File: config.mk
export PLATFORM = sky130hd
export DESIGN_NAME = tnwm_queue
export DESIGN_NICKNAME = d
export VERILOG_FILES = /design/src/rtl/core/tnwm_pkg.sv /design/src/rtl/core/tnwm_queue.sv
export SDC_FILE = /design/constraint.sdc
export NUM_CORES = 1
export LEC_CHECK = 0
export ABC_AREA = 1
export BUFFER_PORTS_ARGS = -buffer_cell sky130_fd_sc_hd__buf_2
export CORE_MARGIN = 10
export CORE_UTILIZATION = 45
export CTS_BUF_LIST = sky130_fd_sc_hd__clkbuf_8
export DETAILED_ROUTE_END_ITERATION = 6
export PLACE_DENSITY_LB_ADDON = 0.12
export REMOVE_ABC_BUFFERS = 1
export SLEW_MARGIN = 20
export SYNTH_ARGS = -nofsm -noshare
export SYNTH_HDL_FRONTEND = slang
export SYNTH_SLANG_ARGS = --single-unit
File: constraint.sdc
create_clock -name clk -period 17.78 [get_ports clk]
set_input_delay 0.889 -clock clk [delete_from_list [all_inputs] [get_ports clk]]
set_output_delay 0.889 -clock clk [all_outputs]
set_load 0.03 [all_outputs]
File: src/rtl/core/tnwm_pkg.sv
// Shared types, constants and the sine table function for the node world-matrix block.
package tnwm_pkg;

  localparam int unsigned NodeBits = 6;
  localparam int unsigned AngleBits = 16;
  localparam logic signed [31:0] OneQ16 = 32'sd65536;

  // Inverse odd factorials for the sine series.
  localparam real InvF3  = 0.16666666666666666;
  localparam real InvF5  = 0.008333333333333333;
  localparam real InvF7  = 1.984126984126984e-4;
  localparam real InvF9  = 2.7557319223985893e-6;
  localparam real InvF11 = 2.505210838544172e-8;
  localparam real InvF13 = 1.6059043836821613e-10;
  localparam real InvF15 = 7.647163731819816e-13;
  localparam real InvF17 = 2.8114572543455206e-15;
  localparam real InvF19 = 8.22063524662433e-18;

  typedef struct packed {
    logic [5:0]         node_index;
    logic               has_parent;
    logic [5:0]         parent_index;
    logic signed [31:0] pos_x;
    logic signed [31:0] pos_y;
    logic signed [31:0] pos_z;
    logic signed [31:0] scale_x;
    logic signed [31:0] scale_y;
    logic signed [31:0] scale_z;
    logic [15:0]        angle;
  } in_item_t;

  typedef struct packed {
    logic [5:0]         out_node;
    logic [1:0]         column;
    logic signed [31:0] row_zero;
    logic signed [31:0] row_one;
    logic signed [31:0] row_two;
    logic signed [31:0] row_three;
    logic               last;
  } out_item_t;

  // Classified job handed from the front end to the back end.
  typedef struct packed {
    logic [5:0]         node;
    logic               use_parent;
    logic [5:0]         parent;
    logic               store_en;
    logic signed [31:0] pos_x;
    logic signed [31:0] pos_y;
    logic signed [31:0] pos_z;
    logic signed [31:0] scale_x;
    logic signed [31:0] scale_y;
    logic signed [31:0] scale_z;
    logic signed [31:0] sin_v;
    logic signed [31:0] cos_v;
  } job_t;

  // Saturate a 34-bit sum to 32 bits.
  function automatic logic signed [31:0] sat34(input logic signed [33:0] v);
    logic signed [31:0] r;
    if (v > 34'sd2147483647) begin
      r = 32'sh7fffffff;
    end else if (v < -34'sd2147483648) begin
      r = 32'sh80000000;
    end else begin
      r = v[31:0];
    end
    return r;
  endfunction

  // Saturate a 50-bit sum of four shifted products to 32 bits.
  function automatic logic signed [31:0] sat50(input logic signed [49:0] v);
    logic signed [31:0] r;
    if (v > 50'sd2147483647) begin
      r = 32'sh7fffffff;
    end else if (v < -50'sd2147483648) begin
      r = 32'sh80000000;
    end else begin
      r = v[31:0];
    end
    return r;
  endfunction

  // Sine table entry: round(sin(2*pi*i/2^bits)*65536), computed at elaboration
  // from a real-valued series; entries are constant after synthesis folding.
  function automatic logic signed [31:0] sine_entry(input int unsigned i,
                                                    input int unsigned bits);
    real th;
    real x2;
    real s;
    real x;
    int  k;
    int  q;
    int  r;
    logic signed [31:0] v;
    q = (i >> (bits - 2)) & 3;
    r = i & ((1 << (bits - 2)) - 1);
    if ((q & 1) != 0) begin
      r = (1 << (bits - 2)) - r;
    end
    // Angle within the first quarter turn: r steps of (pi/2) / 2^(bits-2).
    th = 1.5707963267948966 * r;
    for (k = 0; k < int'(bits) - 2; k++) begin
      th = th * 0.5;
    end
    x2 = th * th;
    s = th * (1.0 - x2 * (InvF3 - x2 * (InvF5 - x2 * (InvF7 - x2 * (InvF9 -
        x2 * (InvF11 - x2 * (InvF13 - x2 * (InvF15 - x2 * (InvF17 -
        x2 * InvF19)))))))));
    x = s * 65536.0;
    v = 32'($rtoi(x + 0.5));
    return ((q & 2) != 0) ? -v : v;
  endfunction

endpackage

File: src/rtl/core/tnwm_queue.sv
// Two-entry queue between the front end and the back end.
module tnwm_queue (
  input  logic           clk,
  input  logic           rst_n,
  input  logic           wr_valid,
  output logic           wr_ready,
  input  tnwm_pkg::job_t wr_data,
  output logic           rd_valid,
  input  logic           rd_ready,
  output tnwm_pkg::job_t rd_data
);

  tnwm_pkg::job_t mem_r [2];
  logic       wp_r;
  logic       rp_r;
  logic [1:0] cnt_r;
  logic       do_wr;
  logic       do_rd;

  assign wr_ready = cnt_r != 2'd2;
  assign rd_valid = cnt_r != 2'd0;
  assign rd_data  = mem_r[rp_r];
  assign do_wr    = wr_valid && wr_ready;
  assign do_rd    = rd_valid && rd_ready;

  // Pointers and fill count.
  always_ff @(posedge clk) begin
    if (!rst_n) begin
      wp_r  <= 1'b0;
      rp_r  <= 1'b0;
      cnt_r <= 2'd0;
    end else begin
      if (do_wr) begin
        wp_r <= !wp_r;
      end
      if (do_rd) begin
        rp_r <= !rp_r;
      end
      cnt_r <= cnt_r + 2'(do_wr) - 2'(do_rd);
    end
  end

  always_ff @(posedge clk) begin
    if (do_wr) begin
      mem_r[wp_r] <= wr_data;
    end
  end

endmodule

Word-level counts from Yosys, hierarchy flattened
Memory sizes are Yosys's and may differ from the RTL's. A register that Yosys moved wholly into a read port is not among the register bits.
Index checks and enable logic that the tools add are counted.

storage, ports and cells
  memories = 1
  RAM bits = 540
  register bits after elaboration = 4
  bits of input ports = 274
  word-level logic and storage cells = 16
  output and inout bits = 272

operators by class
  reduce and logical (&&, ||, !) cells = 5
  eq/ne operators = 1
  $add $sub $neg = 2
  mux-type cells = 4

memory list
  name   depth  width  read ports  clocked after Yosys merged registers in  wr ports  RTL line          source
  mem_r  2      270    1           1                                        1         tnwm_queue.sv:13  tnwm_pkg::job_t mem_r [2];

operator list
  kind                                         count
  1-bit 2-to-1 mux                             4
  2-bit by 1-bit adder with 2-bit output       1
  1-bit logical AND                            2
  1-bit logical NOT                            2
  2-bit != test, second input constant         1
  2-bit nonzero test                           1
  2-bit by 1-bit subtractor with 2-bit output  1

Depth between registers and ports, before layout
  depth in word-level cells = 4
  depth in mapped cells = 11
  gate-level depth less buffers = 11

Least setup slack after synthesis
Ideal clock, no wire load.

  path type = input to register
  start point = input port wr_valid
  end point = memory mem_r[1][0] (netlist name) (enable)
  setup time = 0.909 ns
  arrival = 12.262 ns
  setup slack = 4.609 ns
  buffers on the path = 0
  data required time = 16.871 ns
  stages on the path = 2
  cells stage by stage = nand2_1 nor2_1

between the ends
  cells in the longest elaborated chain, start to end = 3

ends and longest elaborated chain
  element                                 RTL line          source
  from (decl)                             tnwm_queue.sv:5   input logic wr_valid,
  1-bit logical AND                       tnwm_queue.sv:23  assign do_wr = wr_valid && wr_ready;
  1-bit 2-to-1 mux                        tnwm_queue.sv:44  if (do_wr) begin
  1-bit 2-to-1 mux (not written as such)  tnwm_queue.sv:45  mem_r[wp_r] <= wr_data;
  to (decl)                               tnwm_queue.sv:13

No other way between the ends.

==> flow_summary.toml <==
[critical_path]
crit_path_start_kind = "flop"
crit_family = "buffers and inverters"
crit_path_end_kind = "primary output"
crit_arrival_ps = 4150
ff2ff_path_depth = 6
worstSetupEndpoint = "rd_data[30]"
r2r_end = "mem_r[0][103]"
path_cells = "buf_4 -> buf_4 -> mux2_2 -> buf_2"
slowest_stage = "dfxtp_4"
r2r-start = "cnt_r[0]"
r2r_setup_slack_ps = 14300
cp_max_fo = 59
cpMostUsedCell = "buf_4"
critPathBufInv = 3
worstSetupPathType = "flop to primary output"
cp_slowest_stage_delay_ps = 950
cp.required_ps = 16890
crit_cells = 4

[clocking]
cts_sinks = 545
cts_resized = 0
h-tree-depth = 3
clock_latency_ps = 640
clk_path_buf_depth = 3
cts_buffers = 91
cts-hold-fix-buffers = 0
cts_setup_buffers = 0
cts_tree = "done"
clk_pin_slew_ps = 60
cts_root_buf = "clkbuf_8"

[yosys]
synthAdderAreaFrac_pct = 0.06093
synth_xor_area_share_pct = 0.04265
postSynthAreaPerCell_um2 = 23.44
synth_mux_area_share_pct = 18.46
synthCells = 876
synth_seq_area_share_pct = 79.46
post_synth_and_or_nand_nor_area_fraction_pct = 0.3900
synthDistinctLibCells = 13
synth-warning-count = 0
ys_ff_latch = 545
synth_compound_area_share_pct = 0.02437
synth_top_family_by_area = "multiplexers"
post_synth_instance_area_mm2 = 0.02053

[sta]
finalHoldViolations = 0
skew_ps = 19.40
fin_crit_sh_pct = 28.34
finalCriticalPeriod_ps = 5039
maxSlewHeadroom_pct = 27.45
fmax_ghz = 0.1985
tightest_slew_ps = 1088
setup_viol = 0
slew_viol_final = 0
setup_tns_ps = 0
grt_setup_unrepaired = "no"
holdWs_ps = 419.7

[die]
ioPinCount = 546
die_w_um = 233.6
start_util_pct = 45.34
die_area_mm2 = 0.05457
die_h_um = 233.6
core_area_mm2 = 0.04528
fp-row-count = 78

[placement]
place_inst = 2003
gp_congestion = 0.7789
dp_hpwl_um = 35820
numPortBuffers = 545
placed_area_mm2 = 0.02383

[routing]
wl_per_cell_um = 23.15
postRouteAntennaNets = 0
vias = 10380
post-route-drc-count = 0
drt_wl_total_um = 50330
drt_first_pass_iters = 4
viasPerCell = 4.774
drt-initial-drc-count = 499

[final_layout]
post-route-util_pct = 56.23
final_common_cell = "buf_2"
nNetsFinal = 1772
fin_area_mm2 = 0.02546
mostFrequentLayoutCells = "545 x buf_2, 540 x edfxtp_1, 200 x mux2_4"
area_growth_pct = 24.01
finalNonFillerCells = 2174
layout-drive-gt1-share_pct = 60.06

[power]
cellPowerDensity_mw_per_mm2 = 151.8
vdd_drop_max_mv = 0.1075
power.leakage_nw = 9.987

[grt]
grtUsageTotal_pct = 17.95
grt_pass1_vias = 11270
overflow = 0
grt_pass1_wl_um = 71590
antenna_found_initial = 19
grt_max_degree = 80

[flow_run]
maxCapViolations = 0

[outcome]
status = "complete, no violations"

[worst_hold_path]
hold_class = "primary input to flop"
==> flip-flops by register name, indices dropped and copies added, names as in the netlist, named ones only <==
register	count
cnt_r	2
mem_r	540
rp_r	1
wp_r	1
==> where the power goes <==
part           total (W)  leakage [nW]  switching, W  internal (W)
Clock           0.000962         0.905      0.000465      0.000497
Combinational    0.00122          3.99      0.000776      0.000439
Sequential       0.00169          5.09     0.0000572       0.00163
Total            0.00387          9.99       0.00130       0.00257
==> cell families (layout without fill, tap and decap cells) <==
group                    Yosys count  count (layout)
XOR/XNOR                           1               1
adder cells (fa/ha/maj)            1               1
multiplexers                     270             270
AND/OR/NAND/NOR                   21              21
flip-flops                       545             545
AO/OA/AOI/OAI                      1               1
buffers and inverters             37             721
other                              0              14
==> worst min-delay path by stage <==
stage	cells past startpoint	from	end	slack [ps]
final	1	wr_data[144]	mem_r[1][144]	420
after global routing	1	wr_data[128]	mem_r[0][128]	360
after CTS	1	wr_data[156]	mem_r[0][156]	340
after detailed placement	2	rp_r	flop	500
after global placement	2	rp_r	rp_r	480
after floorplan	2	rp_r	flop	470
==> worst register-to-register path, cell delays in order (launching register included) <==
cell     delay (ps)
dfxtp_1         350
inv_1            50
nand2_1          80
nand2_1         220
nor2_4          650
buf_4           860
buf_4           810
==> layout make-up <==
cell class / instances / area (um2)
antenna: 14 / 35.03
clock buffer: 97 / 1335
clock inverter: 59 / 240.2
fill: 3626 / 19820
inverter: 7 / 26.28
multi-input combinational: 294 / 3913
sequential: 545 / 16320
tap: 600 / 750.7
timing repair buffer: 558 / 2845
==> cell usage after synthesis <==
library cell / instances / area, um2
nand3_1: 1 / 5.000
buf_2: 7 / 35.03
dfxtp_1: 5 / 100.1
mux2_4: 200 / 3003
nand2_1: 11 / 41.29
xnor2_1: 1 / 8.760
a21oi_1: 1 / 5.000
edfxtp_1: 540 / 16220
mux2_2: 70 / 788.3
nor2_1: 9 / 33.78
inv_1: 7 / 26.28
buf_6: 23 / 259.0
ha_1: 1 / 12.51
==> routing by layer <==
metal,track usage [%],vias to the layer above,wire length (um)
met5,0,-,115
met4,7.781,16,1381
met3,7.353,85,4522
met2,30.74,360,26230
met1,19.23,5160,18080
li1,-,4758,-
==> stage by stage <==
step / total power [W] / worst slack [ps]
6_report: 0.003867 / 12740
2_1_floorplan: 0.002829 / 4609
5_1_grt: 0.004046 / 12440
3_5_place_dp: 0.002954 / 13290
3_3_place_gp: 0.002946 / 13290
4_1_cts: 0.003932 / 12560
No activity file was read; power rests on OpenSTA's default activity.
